<file path="config.mk">
export PLATFORM = sky130hd
export DESIGN_NAME = scancode_to_ascii_line_input
export DESIGN_NICKNAME = d
export VERILOG_FILES = /design/src/hdl/sc2asc_pkg.sv /design/src/hdl/sc2asc_decode.sv /design/src/hdl/sc2asc_line_mem.sv /design/src/hdl/sc2asc_out_queue.sv /design/src/hdl/scancode_to_ascii_line_input.sv
export VERILOG_INCLUDE_DIRS = /design/src /design/src/hdl
export SDC_FILE = /design/constraint.sdc
export NUM_CORES = 1
export LEC_CHECK = 0
export ABC_AREA = 1
export BUFFER_PORTS_ARGS = -buffer_cell sky130_fd_sc_hd__buf_2
export CAP_MARGIN = 25
export CORE_UTILIZATION = 35
export CTS_BUF_LIST = sky130_fd_sc_hd__clkbuf_16
export DETAILED_ROUTE_END_ITERATION = 8
export SLEW_MARGIN = 10
export SYNTH_ARGS = -nofsm -noshare
export SYNTH_HDL_FRONTEND = slang
export SYNTH_SLANG_ARGS = --single-unit
</file>
<file path="constraint.sdc">
create_clock -name i_clk -period 4.25 [get_ports i_clk]
set_input_delay 0.6375 -clock i_clk [delete_from_list [all_inputs] [get_ports i_clk]]
set_output_delay 0.6375 -clock i_clk [all_outputs]
set_load 0.03 [all_outputs]
</file>
<file path="src/hdl/scancode_to_ascii_line_input_assert.svh">
// ---------------------------------------------------------------------------
// Assertion macros for the scancode line-input block
// Concurrent checks that vanish in synthesis builds.
// ---------------------------------------------------------------------------
`ifndef SCANCODE_TO_ASCII_LINE_INPUT_ASSERT_SVH
`define SCANCODE_TO_ASCII_LINE_INPUT_ASSERT_SVH

`ifndef SYNTHESIS

// The consequent must hold in the same cycle as the antecedent.
`define SC2ASC_ASSERT_IMP(lbl, clk, rst_n, ante, cons) \
    lbl: assert property (@(posedge clk) disable iff (!rst_n) (ante) |-> (cons)) \
        else $error("sc2asc assertion failed");

// The consequent must hold in the cycle after the antecedent.
`define SC2ASC_ASSERT_NXT(lbl, clk, rst_n, ante, cons) \
    lbl: assert property (@(posedge clk) disable iff (!rst_n) (ante) |=> (cons)) \
        else $error("sc2asc assertion failed");

`else

`define SC2ASC_ASSERT_IMP(lbl, clk, rst_n, ante, cons)
`define SC2ASC_ASSERT_NXT(lbl, clk, rst_n, ante, cons)

`endif

`endif

</file>
<file path="src/hdl/sc2asc_pkg.sv">
`timescale 1ns / 1ps
// ---------------------------------------------------------------------------
// sc2asc_pkg
// Shared types, scancode constants and the US-layout key table.
// ---------------------------------------------------------------------------
package sc2asc_pkg;

    // Set 1 scancodes of interest
    localparam logic [7:0] RELEASE_BIT  = 8'h80;
    localparam logic [7:0] SC_BACKSPACE = 8'h0E;
    localparam logic [7:0] SC_ENTER     = 8'h1C;
    localparam logic [7:0] SC_CTRL      = 8'h1D;
    localparam logic [7:0] SC_LSHIFT    = 8'h2A;
    localparam logic [7:0] SC_RSHIFT    = 8'h36;
    localparam logic [7:0] SC_ALT       = 8'h38;
    localparam logic [7:0] SC_CAPS      = 8'h3A;
    localparam logic [7:0] SC_L         = 8'h26;
    localparam logic [7:0] SC_F1        = 8'h3B;
    localparam logic [7:0] SC_F3        = 8'h3D;

    // Terminals and their index width
    localparam int NUM_TERMS = 3;
    localparam int TERM_W    = 2;

    // Output queue depth and pointer width
    localparam int Q_DEPTH = 3;
    localparam int Q_PTR_W = 2;

    // What the line state stage has to do with a request
    typedef enum logic [2:0] {
        OP_NONE,
        OP_CONSUME,
        OP_BACKSPACE,
        OP_CHAR,
        OP_ENTER,
        OP_CLEAR
    } t_op_e;

    // Decoded request handed from the decoder to the line state stage
    typedef struct packed {
        t_op_e              op;
        logic               sw;
        logic [6:0]         ch;
        logic [TERM_W-1:0]  addr;
        logic [TERM_W-1:0]  shown;
    } t_request;

    // One result item; the last field sits in the lowest bits
    typedef struct packed {
        logic               line_ready;
        logic [6:0]         line_length;
        logic [TERM_W-1:0]  shown_now;
        logic               switch_request;
        logic               clear_request;
        logic               erase_request;
        logic [6:0]         store_position;
        logic               store_valid;
        logic [6:0]         echo_char;
        logic               echo_valid;
    } t_result;

    localparam int RESULT_W = $bits(t_result);

    // Queue status seen by the top level
    typedef struct packed {
        logic [Q_PTR_W-1:0] count;
    } t_q_status;

    // Key table entry: display bit and the four variants
    typedef struct packed {
        logic       display;
        logic [6:0] plain;
        logic [6:0] caps;
        logic [6:0] shift;
        logic [6:0] caps_shift;
    } t_key_entry;

    // Symbol key: caps has no effect, shift picks the second character
    function automatic t_key_entry key_sym(input logic [7:0] base, input logic [7:0] shifted);
        t_key_entry e;
        e.display    = 1'b1;
        e.plain      = base[6:0];
        e.caps       = base[6:0];
        e.shift      = shifted[6:0];
        e.caps_shift = shifted[6:0];
        return e;
    endfunction

    // Letter key: caps and shift each flip the case, both together cancel
    function automatic t_key_entry key_let(input logic [7:0] lower);
        t_key_entry e;
        logic [7:0] upper;
        upper        = lower - 8'd32;
        e.display    = 1'b1;
        e.plain      = lower[6:0];
        e.caps       = upper[6:0];
        e.shift      = upper[6:0];
        e.caps_shift = lower[6:0];
        return e;
    endfunction

    // Fixed US-layout table indexed by the press code
    function automatic t_key_entry key_rom(input logic [6:0] code);
        t_key_entry e;
        e = '0;
        case (code)
            7'h02: e = key_sym("1", "!");
            7'h03: e = key_sym("2", "@");
            7'h04: e = key_sym("3", "#");
            7'h05: e = key_sym("4", "$");
            7'h06: e = key_sym("5", "%");
            7'h07: e = key_sym("6", "^");
            7'h08: e = key_sym("7", "&");
            7'h09: e = key_sym("8", "*");
            7'h0A: e = key_sym("9", "(");
            7'h0B: e = key_sym("0", ")");
            7'h0C: e = key_sym("-", "_");
            7'h0D: e = key_sym("=", "+");
            7'h0F: e = key_sym(8'h09, 8'h09);
            7'h10: e = key_let("q");
            7'h11: e = key_let("w");
            7'h12: e = key_let("e");
            7'h13: e = key_let("r");
            7'h14: e = key_let("t");
            7'h15: e = key_let("y");
            7'h16: e = key_let("u");
            7'h17: e = key_let("i");
            7'h18: e = key_let("o");
            7'h19: e = key_let("p");
            7'h1A: e = key_sym("[", "{");
            7'h1B: e = key_sym("]", "}");
            7'h1C: e = key_sym(8'h0A, 8'h0A);
            7'h1E: e = key_let("a");
            7'h1F: e = key_let("s");
            7'h20: e = key_let("d");
            7'h21: e = key_let("f");
            7'h22: e = key_let("g");
            7'h23: e = key_let("h");
            7'h24: e = key_let("j");
            7'h25: e = key_let("k");
            7'h26: e = key_let("l");
            7'h27: e = key_sym(";", ":");
            7'h28: e = key_sym(8'h27, 8'h22);
            7'h29: e = key_sym(8'h60, "~");
            7'h2B: e = key_sym(8'h5C, "|");
            7'h2C: e = key_let("z");
            7'h2D: e = key_let("x");
            7'h2E: e = key_let("c");
            7'h2F: e = key_let("v");
            7'h30: e = key_let("b");
            7'h31: e = key_let("n");
            7'h32: e = key_let("m");
            7'h33: e = key_sym(",", "<");
            7'h34: e = key_sym(".", ">");
            7'h35: e = key_sym("/", "?");
            7'h39: e = key_sym(" ", " ");
            default: e = '0;
        endcase
        return e;
    endfunction

endpackage

</file>
<file path="src/hdl/sc2asc_decode.sv">
`timescale 1ns / 1ps
// ---------------------------------------------------------------------------
// sc2asc_decode
// Modifier tracking, terminal selection and key table lookup for one request.
// ---------------------------------------------------------------------------
module sc2asc_decode
    import sc2asc_pkg::*;
#(
    parameter int KEY_COUNT = 70
) (
    input  logic               i_clk,
    input  logic               i_rst_n,
    input  logic               i_accept,
    input  logic               i_kind,
    input  logic [7:0]         i_scancode,
    input  logic [TERM_W-1:0]  i_consumed_terminal,
    output t_request           o_req
);

    logic              r_shift, r_ctrl, r_alt, r_caps;
    logic              n_shift, n_ctrl, n_alt, n_caps;
    logic [TERM_W-1:0] r_shown, n_shown;
    t_key_entry        w_key;
    logic              w_in_bound;
    logic              w_fkey;
    logic [7:0]        w_fkey_off;

    // Table lookup and the key bound
    assign w_key      = key_rom(i_scancode[6:0]);
    assign w_in_bound = ({1'b0, i_scancode} < 9'(KEY_COUNT));
    assign w_fkey     = (i_scancode >= SC_F1) && (i_scancode <= SC_F3);
    assign w_fkey_off = i_scancode - SC_F1;

    // Request decode and next modifier state
    always_comb begin
        n_shift     = r_shift;
        n_ctrl      = r_ctrl;
        n_alt       = r_alt;
        n_caps      = r_caps;
        n_shown     = r_shown;
        o_req.op    = OP_NONE;
        o_req.sw    = 1'b0;
        o_req.ch    = '0;
        o_req.addr  = r_shown;
        if (i_kind) begin
            if (i_consumed_terminal < TERM_W'(NUM_TERMS)) begin
                o_req.op   = OP_CONSUME;
                o_req.addr = i_consumed_terminal;
            end
        end else if (i_scancode == SC_LSHIFT || i_scancode == SC_RSHIFT) begin
            n_shift = 1'b1;
        end else if (i_scancode == (SC_LSHIFT | RELEASE_BIT) ||
                     i_scancode == (SC_RSHIFT | RELEASE_BIT)) begin
            n_shift = 1'b0;
        end else if (i_scancode == SC_CTRL) begin
            n_ctrl = 1'b1;
        end else if (i_scancode == (SC_CTRL | RELEASE_BIT)) begin
            n_ctrl = 1'b0;
        end else if (i_scancode == SC_CAPS) begin
            n_caps = !r_caps;
        end else if (i_scancode == SC_ALT) begin
            n_alt = 1'b1;
        end else if (i_scancode == (SC_ALT | RELEASE_BIT)) begin
            n_alt = 1'b0;
        end else if (i_scancode == SC_BACKSPACE) begin
            o_req.op = OP_BACKSPACE;
        end else if (w_in_bound) begin
            if (r_ctrl && i_scancode == SC_L) begin
                o_req.op = OP_CLEAR;
            end else begin
                if (r_alt && w_fkey) begin
                    n_shown  = w_fkey_off[TERM_W-1:0];
                    o_req.sw = 1'b1;
                end
                if (w_key.display) begin
                    o_req.op = (i_scancode == SC_ENTER) ? OP_ENTER : OP_CHAR;
                    case ({r_shift, r_caps})
                        2'b00:   o_req.ch = w_key.plain;
                        2'b01:   o_req.ch = w_key.caps;
                        2'b10:   o_req.ch = w_key.shift;
                        default: o_req.ch = w_key.caps_shift;
                    endcase
                end
            end
        end
        o_req.shown = n_shown;
    end

    // Modifier and shown terminal registers
    always_ff @(posedge i_clk) begin
        if (!i_rst_n) begin
            r_shift <= 1'b0;
            r_ctrl  <= 1'b0;
            r_alt   <= 1'b0;
            r_caps  <= 1'b0;
            r_shown <= '0;
        end else if (i_accept) begin
            r_shift <= n_shift;
            r_ctrl  <= n_ctrl;
            r_alt   <= n_alt;
            r_caps  <= n_caps;
            r_shown <= n_shown;
        end
    end

endmodule

</file>
<file path="src/hdl/sc2asc_line_mem.sv">
`timescale 1ns / 1ps
// ---------------------------------------------------------------------------
// sc2asc_line_mem
// Per-terminal line count and newline flag in a small synchronous memory,
// updated by read-modify-write with forwarding of the last write.
// ---------------------------------------------------------------------------
module sc2asc_line_mem
    import sc2asc_pkg::*;
#(
    parameter int LINE_CAP = 128
) (
    input  logic      i_clk,
    input  logic      i_rst_n,
    input  logic      i_accept,
    input  t_request  i_req,
    output logic      o_valid,
    output t_result   o_result
);

    localparam int CW = $clog2(LINE_CAP);
    localparam int EW = CW + 1;

    // Entry layout: newline flag above the count
    logic [EW-1:0]         r_mem [NUM_TERMS];
    logic [NUM_TERMS-1:0]  r_written;
    logic [EW-1:0]         r_rd_a, r_rd_b;
    logic                  r_s1_valid;
    t_request              r_s1_req;
    logic                  r_fw_en;
    logic [TERM_W-1:0]     r_fw_addr;
    logic [EW-1:0]         r_fw_data;

    logic [EW-1:0]         w_cur, w_shw, w_new;
    logic                  w_we;
    logic [CW-1:0]         w_cnt;
    logic                  w_room;
    logic [CW+6:0]         w_pos_ext, w_len_ext;
    logic [EW-1:0]         w_out_entry;

    // Read both ports on accept; entries never written read as empty
    always_ff @(posedge i_clk) begin
        if (i_accept) begin
            r_rd_a <= r_written[i_req.addr]  ? r_mem[i_req.addr]  : '0;
            r_rd_b <= r_written[i_req.shown] ? r_mem[i_req.shown] : '0;
        end
    end

    // Stage register for the request whose read is in flight
    always_ff @(posedge i_clk) begin
        if (!i_rst_n) begin
            r_s1_valid <= 1'b0;
        end else begin
            r_s1_valid <= i_accept;
        end
    end

    always_ff @(posedge i_clk) begin
        if (i_accept) begin
            r_s1_req <= i_req;
        end
    end

    // Forward the write that landed at the same edge as the read
    assign w_cur = (r_fw_en && r_fw_addr == r_s1_req.addr)  ? r_fw_data : r_rd_a;
    assign w_shw = (r_fw_en && r_fw_addr == r_s1_req.shown) ? r_fw_data : r_rd_b;
    assign w_cnt  = w_cur[CW-1:0];
    assign w_room = (w_cnt < CW'(LINE_CAP - 1));

    // Modify step
    always_comb begin
        w_new    = w_cur;
        w_we     = 1'b0;
        o_result = '0;
        o_result.switch_request = r_s1_req.sw;
        o_result.shown_now      = r_s1_req.shown;
        case (r_s1_req.op)
            OP_CONSUME: begin
                w_new = '0;
                w_we  = r_s1_valid;
            end
            OP_BACKSPACE: begin
                if (w_cnt != '0) begin
                    w_new[CW-1:0]          = w_cnt - 1'b1;
                    w_we                   = r_s1_valid;
                    o_result.erase_request = 1'b1;
                end
            end
            OP_CHAR: begin
                if (w_room) begin
                    w_new[CW-1:0]           = w_cnt + 1'b1;
                    w_we                    = r_s1_valid;
                    o_result.echo_valid     = 1'b1;
                    o_result.echo_char      = r_s1_req.ch;
                    o_result.store_valid    = 1'b1;
                    o_result.store_position = w_pos_ext[6:0];
                end
            end
            OP_ENTER: begin
                w_new[CW] = 1'b1;
                w_we      = r_s1_valid;
                if (w_room) begin
                    o_result.echo_valid = 1'b1;
                    o_result.echo_char  = r_s1_req.ch;
                end
            end
            OP_CLEAR: begin
                o_result.clear_request = 1'b1;
            end
            default: begin
                w_we = 1'b0;
            end
        endcase
        o_result.line_length = w_len_ext[6:0];
        o_result.line_ready  = w_out_entry[CW];
    end

    assign w_pos_ext   = (CW + 7)'(w_cnt);
    assign w_out_entry = (w_we && r_s1_req.shown == r_s1_req.addr) ? w_new : w_shw;
    assign w_len_ext   = (CW + 7)'(w_out_entry[CW-1:0]);
    assign o_valid     = r_s1_valid;

    // Write back
    always_ff @(posedge i_clk) begin
        if (w_we) begin
            r_mem[r_s1_req.addr] <= w_new;
        end
    end

    // Written marks and the forwarding register
    always_ff @(posedge i_clk) begin
        if (!i_rst_n) begin
            r_written <= '0;
            r_fw_en   <= 1'b0;
        end else begin
            r_fw_en <= w_we;
            if (w_we) begin
                r_written[r_s1_req.addr] <= 1'b1;
            end
        end
    end

    always_ff @(posedge i_clk) begin
        r_fw_addr <= r_s1_req.addr;
        r_fw_data <= w_new;
    end

endmodule

</file>
<file path="src/hdl/sc2asc_out_queue.sv">
`timescale 1ns / 1ps
// ---------------------------------------------------------------------------
// sc2asc_out_queue
// Small result queue that decouples the pipeline from output stalls.
// ---------------------------------------------------------------------------
module sc2asc_out_queue
    import sc2asc_pkg::*;
(
    input  logic       i_clk,
    input  logic       i_rst_n,
    input  logic       i_push,
    input  t_result    i_data,
    output logic       o_valid,
    input  logic       i_ready,
    output t_result    o_data,
    output t_q_status  o_status
);

    t_result             r_slots [Q_DEPTH];
    logic [Q_PTR_W-1:0]  r_head, r_tail, r_count;
    logic [Q_PTR_W-1:0]  n_head, n_tail, n_count;
    logic                w_pop;

    assign o_valid  = (r_count != '0);
    assign o_data   = r_slots[r_head];
    assign w_pop    = o_valid && i_ready;
    assign o_status.count = r_count;

    // Pointer and count update
    always_comb begin
        n_head  = r_head;
        n_tail  = r_tail;
        n_count = r_count;
        if (w_pop) begin
            n_head = (r_head == Q_PTR_W'(Q_DEPTH - 1)) ? '0 : r_head + 1'b1;
        end
        if (i_push) begin
            n_tail = (r_tail == Q_PTR_W'(Q_DEPTH - 1)) ? '0 : r_tail + 1'b1;
        end
        case ({i_push, w_pop})
            2'b10:   n_count = r_count + 1'b1;
            2'b01:   n_count = r_count - 1'b1;
            default: n_count = r_count;
        endcase
    end

    always_ff @(posedge i_clk) begin
        if (!i_rst_n) begin
            r_head  <= '0;
            r_tail  <= '0;
            r_count <= '0;
        end else begin
            r_head  <= n_head;
            r_tail  <= n_tail;
            r_count <= n_count;
        end
    end

    // Slot storage
    always_ff @(posedge i_clk) begin
        if (i_push) begin
            r_slots[r_tail] <= i_data;
        end
    end

endmodule

</file>
<file path="src/hdl/scancode_to_ascii_line_input.sv">
`timescale 1ns / 1ps
// An accepted request is registered into the line memory read stage, and its result
// is then written into the output queue. Throughput: one request per cycle while the
// output queue has room; the single read-modify-write pass over the per-terminal
// line memory sets this, and a three-entry output queue absorbs stalls.
// Reset clears modifiers, caps lock, the shown terminal and the memory's written
// marks, so every terminal reads as an empty line with no newline pending.
// ---------------------------------------------------------------------------
// scancode_to_ascii_line_input
// Set 1 scancode to ASCII decoder with line tracking for three terminals.
// ---------------------------------------------------------------------------
module scancode_to_ascii_line_input
    import sc2asc_pkg::*;
#(
    parameter int LINE_CAP  = 128,
    parameter int KEY_COUNT = 70
) (
    input  logic        i_clk,
    input  logic        i_rst_n,
    input  logic        i_s_axis_tvalid,
    output logic        o_s_axis_tready,
    input  logic [15:0] i_s_axis_tdata,   // scancode[7:0], consumed_terminal[9:8]
    input  logic        i_s_axis_tuser,   // kind[0]
    output logic        o_m_axis_tvalid,
    input  logic        i_m_axis_tready,
    // echo_valid[0], echo_char[7:1], store_valid[8], store_position[15:9],
    // erase_request[16], clear_request[17], switch_request[18],
    // shown_now[20:19], line_length[27:21], line_ready[28]
    output logic [31:0] o_m_axis_tdata
);

`include "scancode_to_ascii_line_input_assert.svh"

    logic       w_accept;
    t_request   w_req;
    logic       w_s1_valid;
    t_result    w_s1_result;
    t_result    w_q_data;
    t_q_status  w_q_status;

    // Accept only while the queue can hold everything in flight
    assign o_s_axis_tready = ({1'b0, w_q_status.count} + (Q_PTR_W + 1)'(w_s1_valid))
                             < (Q_PTR_W + 1)'(Q_DEPTH);
    assign w_accept = i_s_axis_tvalid && o_s_axis_tready;

    sc2asc_decode #(
        .KEY_COUNT (KEY_COUNT)
    ) u_decode (
        .i_clk               (i_clk),
        .i_rst_n             (i_rst_n),
        .i_accept            (w_accept),
        .i_kind              (i_s_axis_tuser),
        .i_scancode          (i_s_axis_tdata[7:0]),
        .i_consumed_terminal (i_s_axis_tdata[9:8]),
        .o_req               (w_req)
    );

    sc2asc_line_mem #(
        .LINE_CAP (LINE_CAP)
    ) u_line_mem (
        .i_clk    (i_clk),
        .i_rst_n  (i_rst_n),
        .i_accept (w_accept),
        .i_req    (w_req),
        .o_valid  (w_s1_valid),
        .o_result (w_s1_result)
    );

    sc2asc_out_queue u_out_queue (
        .i_clk    (i_clk),
        .i_rst_n  (i_rst_n),
        .i_push   (w_s1_valid),
        .i_data   (w_s1_result),
        .o_valid  (o_m_axis_tvalid),
        .i_ready  (i_m_axis_tready),
        .o_data   (w_q_data),
        .o_status (w_q_status)
    );

    assign o_m_axis_tdata = {(32 - RESULT_W)'(0), w_q_data};

    // Checks on pipeline occupancy and result consistency
    `SC2ASC_ASSERT_IMP(a_no_overflow, i_clk, i_rst_n, 1'b1,
        ({1'b0, w_q_status.count} + 3'(w_s1_valid)) <= 3'(Q_DEPTH))
    `SC2ASC_ASSERT_NXT(a_accept_reaches_stage, i_clk, i_rst_n, w_accept, w_s1_valid)
    `SC2ASC_ASSERT_IMP(a_store_has_echo, i_clk, i_rst_n,
        w_s1_valid && w_s1_result.store_valid, w_s1_result.echo_valid)
    `SC2ASC_ASSERT_IMP(a_erase_alone, i_clk, i_rst_n,
        w_s1_valid && w_s1_result.erase_request,
        !w_s1_result.echo_valid && !w_s1_result.store_valid)

endmodule

</file>
## Yosys cells after proc, flatten, opt, wreduce, memory -nomap -nowiden

Memories as Yosys holds them, arrays and structs flattened. A register that Yosys moved wholly into a read port is not among the register bits.
Index checks and enable logic that the tools add are counted.

- Register bits after elaboration: 42
- Memories kept: 3
- Word-level logic and storage cells: 174
- ROM bits: 1856
- RAM bits: 111

Memories:

| name | words | bits a word | read ports | clocked after Yosys merged registers in | write ports | RTL line | source |
|---|---|---|---|---|---|---|---|
| (name not given) | 64 | 29 | 1 | 0 | 0 | sc2asc_pkg.sv:106 | `case (code)` |
| u_out_queue.r_slots | 3 | 29 | 1 | 1 | 1 | sc2asc_out_queue.sv:19 | `t_result r_slots [Q_DEPTH];` |
| u_line_mem.r_mem | 3 | 8 | 2 | 2 | 1 | sc2asc_line_mem.sv:24 | `logic [EW-1:0] r_mem [NUM_TERMS];` |

- Bitwise gates (word level): 9
- Add/subtract/negate cells: 8
- Multiplexer cells: 72
- Order comparisons: 10
- Equal/unequal tests: 26
- Reduce and logical (&&, ||, !) cells: 28

Operator list:

| cell | number |
|---|---|
| $mux W11 | 8 |
| $mux W8 | 7 |
| $pmux W7 S3 | 2 |
| $eq A8 B6 Y1 const B | 5 |
| $mux W2 | 18 |
| $eq A8 B8 Y1 const B | 4 |
| $mux W29 | 1 |
| $mux W7 | 3 |
| $mux W1 | 20 |
| $eq A8 B5 Y1 const B | 2 |
| $mux W16 | 1 |
| $pmux W8 S2 | 1 |
| $mux W3 | 5 |
| $reduce_or A12 Y1 | 1 |
| $reduce_or A11 Y1 | 1 |
| $reduce_bool A2 Y1 | 5 |
| $logic_and A1 B1 Y1 | 9 |
| $lt A2 B3 Y1 const B | 3 |
| $eq A2 B2 Y1 const B | 4 |
| $eq A8 B4 Y1 const B | 1 |
| $ge A8 B6 Y1 const B | 1 |
| $le A8 B6 Y1 const B | 1 |
| $lt A8 B7 Y1 const B | 1 |
| $not A1 Y1 | 8 |
| other kinds (30) | 41 |

## Depth between registers and ports, before layout

Gate-level depths: netlist of the first run.

- Word-level depth: 18
- Gate-level depth with buffers: 18
- Depth with buffers taken out: 17

## Hierarchy

From an unflattened synthesis of the first run, not the netlist that was laid out.

- Cells, all modules: 1024
- Area, all modules: 9183.8 um2

Modules (own cells, without submodules):

| module | sequential area each (um2) | times used | cells each | area each (um2) |
|---|---|---|---|---|
| sc2asc_line_mem | 1951.9 | 1 | 416 | 3828.7 |
| sc2asc_out_queue | 2772.7 | 1 | 266 | 3573.4 |
| sc2asc_decode | 120.1 | 1 | 330 | 1702.9 |
| scancode_to_ascii_line_input | 0.0 | 1 | 12 | 78.8 |

## Least setup slack after synthesis of the first run

No wires, ideal clock.

- Path type: register to register
- Start point: register u_line_mem.r_s1_valid, in the netlist u_line_mem.o_valid
- End point: memory u_out_queue.r_slots[0][0] in the netlist's numbering (enable)
- Cell stages (with the launch flop): 3
- Path buffers: 0
- Path slack: 1.220 ns
- Arrival time: 2.577 ns
- Cell sequence: dfxtp_1 -> inv_1 -> nor3_1

- Cells in the longest elaborated chain, start to end: 2

Ends and longest elaborated chain:

| element | RTL line | source |
|---|---|---|
| from (decl) | sc2asc_line_mem.sv:27 | `logic r_s1_valid;` |
| from (signal assigned) | sc2asc_line_mem.sv:53 | `r_s1_valid <= i_accept;` |
| $mux W1 | sc2asc_out_queue.sv:61 | `if (i_push) begin` |
| $mux W1 (not written as such) | sc2asc_out_queue.sv:62 | `r_slots[r_tail] <= i_data;` |
| to (decl) | sc2asc_out_queue.sv:19 |  |

No other way between the ends.

==> results of run 1 <==
==> cell families after synthesis <==
| kind of cell | Yosys count | share of synthesized area |
|---|---|---|
| adders and majority gates | 18 | 0.0245 |
| DFF | 171 | 0.526 |
| muxes | 3 | 0.00367 |
| and+or+nand+nor | 491 | 0.251 |
| other | 1 | 0.000407 |
| xor gates and xnor gates | 4 | 0.00381 |
| AOI/OAI and AO/OA | 188 | 0.117 |
| buffers and inverters | 157 | 0.0731 |
==> registers in the layout (all words and copies together), names as in the netlist, 3 cells and up, named ones only <==
register,count
u_line_mem.r_rd_a,8
u_out_queue.r_slots,87
u_line_mem.o_result,3
u_line_mem.r_written,3
u_line_mem.r_rd_b,8
u_line_mem.r_mem,24
u_line_mem.r_fw_data,8
u_line_mem.r_s1_req,12
==> cell type report <==
cell class / instances / share of cell area
multi-input combinational: 707 / 0.357
clock inverter: 15 / 0.0171
clock buffer: 17 / 0.0410
timing repair buffer: 57 / 0.0328
inverter: 122 / 0.0448
tap: 330 / 0.0398
sequential: 171 / 0.467
==> stage by stage <==
| step | setup slack [ns] | cell area, um2 |
|---|---|---|
| CTS | 1.11 | 10300 |
| finish | 1.14 | 10400 |
| detailed placement | 1.10 | 9730 |
| floorplan | 1.22 | 9210 |
| global placement | 1.11 | 9720 |
| global route | 0.846 | 10400 |
==> power groups by stage <==
stage / combinational, mW / clock [mW] / sequential [mW]
2_1_floorplan: 0.697 / 0 / 2.02
3_3_place_gp: 0.945 / 0 / 2.03
3_5_place_dp: 0.956 / 0 / 2.03
4_1_cts: 0.959 / 1.57 / 1.99
5_1_grt: 1.07 / 1.64 / 2.00
6_report: 0.962 / 1.53 / 1.99
==> cell usage after synthesis, types with 5 or more instances <==
library cell	n	area (um2)
nand2_4	7	78.8
a211oi_1	10	75.1
nor2_1	120	450
dfxtp_1	29	581
ha_1	18	225
buf_6	7	78.8
nand4_1	5	31.3
a21oi_1	99	495
inv_1	105	394
buf_4	6	45.0
edfxtp_1	142	4260
clkbuf_1	16	60.1
a31oi_1	5	31.3
nor2_2	6	37.5
nand2_2	20	125
nand3_1	77	385
nor2_4	8	90.1
o211ai_1	9	67.6
nor3_1	10	50.1
nand3_2	9	90.1
o21ai_0	42	210
inv_2	14	52.6
nand2_1	218	818
==> metal layers <==
layer	share of wire	track usage	vias up
li1	-	-	3579
met1	0.46	0.222	3246
met2	0.47	0.275	187
met3	0.050	0.0280	17
met4	0.011	0.0492	0
met5	0	0	-
==> worst register-to-register path, delay by kind of cell (launching register included) <==
family          cells  cell delay [ns]
buf+inv             3             0.35
simple gates       10             1.56
flops               1             0.47
fa+ha+maj           1             0.19
compound gates      1             0.24
==> how the worst max path moves through the flow <==
stage / end / cells after the start / startpoint
4_1_cts: u_out_queue.r_slots[2][27]$_DFFE_PP_ / 15 / u_line_mem.r_s1_req[3]$_DFFE_PP_
5_1_grt: u_out_queue.r_slots[0][23]$_DFFE_PP_ / 15 / u_line_mem.r_s1_req[3]$_DFFE_PP_
2_1_floorplan: u_out_queue.r_slots[0][0]$_DFFE_PP_ / 2 / u_line_mem.o_valid$_SDFF_PN0_
3_5_place_dp: u_line_mem.r_s1_req[10]$_SDFFCE_PP0P_ / 10 / i_s_axis_tdata[3]
6_report: u_out_queue.r_slots[0][23]$_DFFE_PP_ / 15 / u_line_mem.r_s1_req[3]$_DFFE_PP_
3_3_place_gp: u_line_mem.r_rd_b[7]$_SDFFCE_PN0P_ / 15 / i_s_axis_tdata[0]
==> layout by cell type, fill, tap and decap left out, types with 5 or more instances in the layout <==
cell type,n
nor2_4,8
dfxtp_1,29
inv_2,14
nand3_1,77
nand2_4,7
nand2_2,20
edfxtp_1,142
nor2_2,6
buf_4,9
inv_1,105
ha_1,18
a31oi_1,5
nand3_2,9
a211oi_1,10
clkbuf_16,17
a21oi_1,99
nor2_1,120
clkinv_4,5
o211ai_1,9
nor3_1,8
nand2_1,218
o21ai_0,42
nand4_1,5
buf_2,46
==> metrics, run 1 <==
WP data required=4.40 ns; WHS Path Cells=2; initial core utilization=0.361; end of the worst hold path=u_decode.r_ctrl$_SDFFE_PN0P_; CP Max Fanout=14; setup_tns=0 ns; Yosys cell types=53; Routed Antenna Nets=0; Slew Limit Fails=0; crit share post-route=0.732; core area=0.0255 mm2; Vias/cell=4.95; Rows=58; Net Sw Frac=0.320; Max Fclk=0.322 GHz; Initial DRC Count=430; vias in the first global route=6680; Psw=1.44 mW; CP startpoint kind=register; Final Hold Vio Count=0; Fin Hold WS=0.448 ns; Final HPWL DP=15.5 mm; worst path bufs/invs=3; Post-synth EDFFs=142; Ys Warns=0; Clock Path Buffers=2; family with the most delay on the worst path=simple AND/OR/NAND/NOR gates; Cell Count, Final, Fillers Out=1419; most used cell, CP=nand2_1; synthesis-to-layout area growth=12.7%; # hold bufs at CTS=0; Filler cells=2484; DIE WIDTH=164 um; Vert. Die Dim=164 um; sequential area share after synthesis=0.526; DR WL/cell=15.1 um; root buffer cell=clkbuf_16; IR drop worst, VDD=0.000308 V; CTS tree=built; ys async rst share=0; port bufs=45; Crit path arrival time=3.26 ns; CTS H-tree lvls=4; Tot Pwr=4.49 mW; Clock power frac=0.342; Die ar.=0.0270 mm2; Residual DRC=0; Worst-Skew Late Latency=0.42 ns; Hold Crit Start=i_s_axis_tdata[7]; internal power=3.05 mW; kind of critical path=reg2reg; HP Class=in2reg; placed cells=1385; slowest CP cell=edfxtp_1; Slew headroom=0.428; Num CTS Buffers=17; synthesized area=0.00921 mm2; post-synthesis cell count=1033; top_reg_cell synth=edfxtp_1; Setup violations, final=0; PwrDens=433 mW/mm2; Multi-input gate area=0.00370 mm2; Final Wtd Congestion=0.881; clk slew on worst S/H paths=0.07 ns; layout cells sized above 1=0.160; RSZ-0062 raised after global routing=false; FF-to-FF path depth=15; Via Count=7029; Avg Cell Area, Syn=8.91 um2; Congestion Overflow GR=0; Post CTS Setup Buffer Count=0; Tmin final=3.11 ns; Gate power share=0.214; Leakage=4.32 nW; R2R Setup Slk=1.14 ns; FF-to-FF Start=u_line_mem.r_s1_req[3]$_DFFE_PP_; 1st-pass router iterations=5; register bit count reported by yosys=171; total of max-cap violations=0; final WL=21.4 mm; worst stage delay on the critical path=0.47 ns; Crit. End Element=register; NumNets Final=1115; GRT Util Overall=0.166; status=completed; largest net degree at the start of global routing=31; FF+latch area=0.00484 mm2; clk sinks=171; reg2reg end=u_out_queue.r_slots[0][23]$_DFFE_PP_; wire length of the first global-routing pass=34.9 mm; IO Pins=55; Least-Margin Pin Slew=0.855 ns; cts repair resizes=0; initial antenna violation count=0; Clock Skews=0.00910 ns; cells along the critical path=inv_1, nand2_1, nand2_2, nand3_2, nand2_1, nand2_1, inv_2, ha_1, inv_1, nor2_1, nand3_2, nand2_1, o211ai_1, nand2_1, nand2_1; Inserted Diodes=0; fin util=0.407; Flop pwr share=0.444
Power figures use the tool's default switching activity.
==> inputs of run 2 (changes only) <==
--- a/config.mk
+++ b/config.mk
@@ -6,7 +6,7 @@
 export SDC_FILE = /design/constraint.sdc
 export NUM_CORES = 1
 export LEC_CHECK = 0
-export ABC_AREA = 1
+export ABC_AREA = 0
 export BUFFER_PORTS_ARGS = -buffer_cell sky130_fd_sc_hd__buf_2
 export CAP_MARGIN = 25
 export CORE_UTILIZATION = 35
==> constraint.sdc (replaced) <==
create_clock -name i_clk -period 2.7 [get_ports i_clk]
set_input_delay 0.405 -clock i_clk [delete_from_list [all_inputs] [get_ports i_clk]]
set_output_delay 0.405 -clock i_clk [all_outputs]
set_load 0.03 [all_outputs]
==> run 2 against run 1 <==
  * The run now ends with setup timing left
  * Utilization rose by 3.4 points
  * Synthesized cell count fell by 18%
  * Maximum frequency rose by 6.6%
  * Sequential power rose by 66%
  * Critical endpoint is now u_out_queue.r_slots[1][23]$_DFFE_PP_
  * Largest power group unchanged
==> metrics, run 2 <==
status=finished with violations; failing checks=setup timing; DIE WIDTH=163 um; Die ar.=0.0266 mm2; Avg Cell Area, Syn=10.7 um2; Final Wtd Congestion=0.913; Congestion Overflow GR=0; wire length of the first global-routing pass=34.7 mm; Initial DRC Count=690; Least-Margin Pin Slew=0.841 ns; Ys Warns=0; 1st-pass router iterations=5; clk slew on worst S/H paths=0.07 ns; largest net degree at the start of global routing=43; initial core utilization=0.358; port bufs=45; GRT Util Overall=0.168; CTS tree=built; Slew headroom=0.423; FF-to-FF path depth=10; Tot Pwr=7.57 mW; Max Fclk=0.343 GHz; Crit. End Element=register; reg2reg end=u_out_queue.r_slots[1][23]$_DFFE_PP_; Post-synth EDFFs=142; crit share post-route=1.08; kind of critical path=reg2reg; ys async rst share=0; top-count cell post-synth=edfxtp_1; Top reg by flops=u_out_queue.r_slots; Num CTS Buffers=17; Leakage=4.11 nW; CP Max Fanout=8; Filler cells=2364; Slew Limit Fails=0; Crit path arrival time=3.09 ns; Vias/cell=5.31; total of max-cap violations=0; Rows=58; R2R Setup Slk=-0.22 ns; DR WL/cell=16.7 um; IR drop worst, VDD=0.000464 V; top_reg_cell synth=edfxtp_1; Residual DRC=0; sequential area share after synthesis=0.534; Setup violations, final=54; dpl ws=-0.464 ns; WP data required=2.87 ns; register bit count reported by yosys=171; synthesis-to-layout area growth=23.2%; Routed Antenna Nets=0; most frequent cells in the layout=edfxtp_1, buf_4, nand2_1, nor2_1, o21ai_0; layout cells sized above 1=0.254; max FFs per register=87; NumNets Final=1002; CP startpoint kind=register; Tmin final=2.92 ns; Worst-Skew Late Latency=0.42 ns; core area=0.0253 mm2; RSZ-0062 raised after global routing=true; initial antenna violation count=0; post-synthesis cell count=848; Inserted Diodes=0; Vert. Die Dim=163 um; top cells by area, synth=edfxtp_1, dfxtp_1, mux2i_1, nand2_1, o21ai_0; synthesized area=0.00907 mm2; Final HPWL DP=16.1 mm; Largest regs=u_out_queue.r_slots x87, u_line_mem.r_mem x24, u_line_mem.r_s1_req x12; CTS H-tree lvls=4; largest area contributor in the netlist=edfxtp_1; Clock Path Buffers=2; synth cell count leaders=edfxtp_1, nand2_1, nor2_1, o21ai_0, mux2i_1; setup_tns=-6.64 ns; Clock Skews=0.0125 ns; commonest non-fill, non-tap cell in the layout=edfxtp_1; Synth top area share=0.470; Via Count=6941; PwrDens=677 mW/mm2; WHS Path Cells=2; clk sinks=171; IO Pins=55; vias in the first global route=6499; CP Capture Point=u_out_queue.r_slots[1][23]$_DFFE_PP_; Yosys cell types=72; root buffer cell=clkbuf_16; Worst Setup SP=u_line_mem.r_s1_req[3]$_DFFE_PP_; FF-to-FF Start=u_line_mem.r_s1_req[3]$_DFFE_PP_; final WL=21.9 mm; final worst slack=-0.219 ns; Final Hold Vio Count=0; HP Class=in2reg
==> run 2: final cells by class <==
type                            count  area, um2  share of cell area
Tap cell                          330        413              0.0369
Clock inverter                     15        151              0.0135
Sequential cell                   171       4850               0.433
Multi-Input combinational cell    589       4100               0.367
Clock buffer                       17        425              0.0380
Timing Repair Buffer              154       1130               0.101
Inverter                           30        116              0.0104
==> run 2: worst min-delay path by stage <==
stage                                          startpoint                                    to
global route                                      i_rst_n  u_line_mem.r_written[1]$_SDFFE_PN0P_
global placement       u_out_queue.r_head[1]$_SDFFE_PN0P_                              register
finish                                            i_rst_n  u_line_mem.r_written[1]$_SDFFE_PN0P_
detailed placement     u_out_queue.r_head[1]$_SDFFE_PN0P_                              register
floorplan           u_line_mem.o_result[18]$_SDFFCE_PP0P_  u_out_queue.r_slots[0][18]$_DFFE_PP_
CTS                                               i_rst_n  u_line_mem.r_written[1]$_SDFFE_PN0P_
==> run 2: per-layer routing <==
layer	wire length (um)	vias to the layer above	track usage
li1	-	3442	-
met1	10000	3235	0.231
met2	10200	238	0.270
met3	1320	26	0.0256
met4	343	0	0.0582
met5	0	-	0
==> run 2: report_power, final <==
| group | leakage [nW] | total (mW) | switching, mW | internal (mW) |
|---|---|---|---|---|
| logic | 2.26 | 1.92 | 1.15 | 0.775 |
| clock network | 0.265 | 2.35 | 0.987 | 1.36 |
| registers | 1.59 | 3.30 | 0.177 | 3.12 |
| total | 4.11 | 7.57 | 2.31 | 5.25 |
==> run 2: kinds of logic (layout without fill, tap and decap cells) <==
kind of cell             after synthesis  after routing  synth area share
AO/OA/AOI/OAI                        219            219             0.168
XOR/XNOR                              15             15            0.0145
adder cells (fa/ha/maj)               18             18            0.0248
buffers and inverters                 91            216            0.0412
flip-flops                           171            171             0.534
multiplexers                          63             63            0.0735
other                                  1              3          0.000413
AND/OR/NAND/NOR                      270            271             0.144
==> run 2: critical path, stage by stage, from the launching register on <==
cell and delay, ns:
edfxtp_1 0.42, xnor2_2 0.17, and3_4 0.26, mux2i_4 0.24
ha_2 0.20, nor4b_4 0.21, nand2_1 0.08, mux2_4 0.29
a211oi_4 0.22, or3_4 0.26, mux2_4 0.33
==> run 2: what timing repair did <==
action,CTS,global route
gates cloned,0,1
setup endpoints to repair,77,78
pin swaps,6,9
resized for setup,16,14
buffers inserted,4,6
hold buffers,0,0
==> run 2: stage by stage <==
stage / cell area, um2 / hold WS [ns] / utilization / instances
global placement: 10500 / 0.474 / 0.413 / 1269
finish: 11200 / 0.240 / 0.442 / 1306
detailed placement: 10500 / 0.476 / 0.413 / 1269
floorplan: 9220 / 0.440 / - / 850
CTS: 11100 / 0.230 / 0.438 / 1302
global route: 11200 / 0.236 / 0.442 / 1306
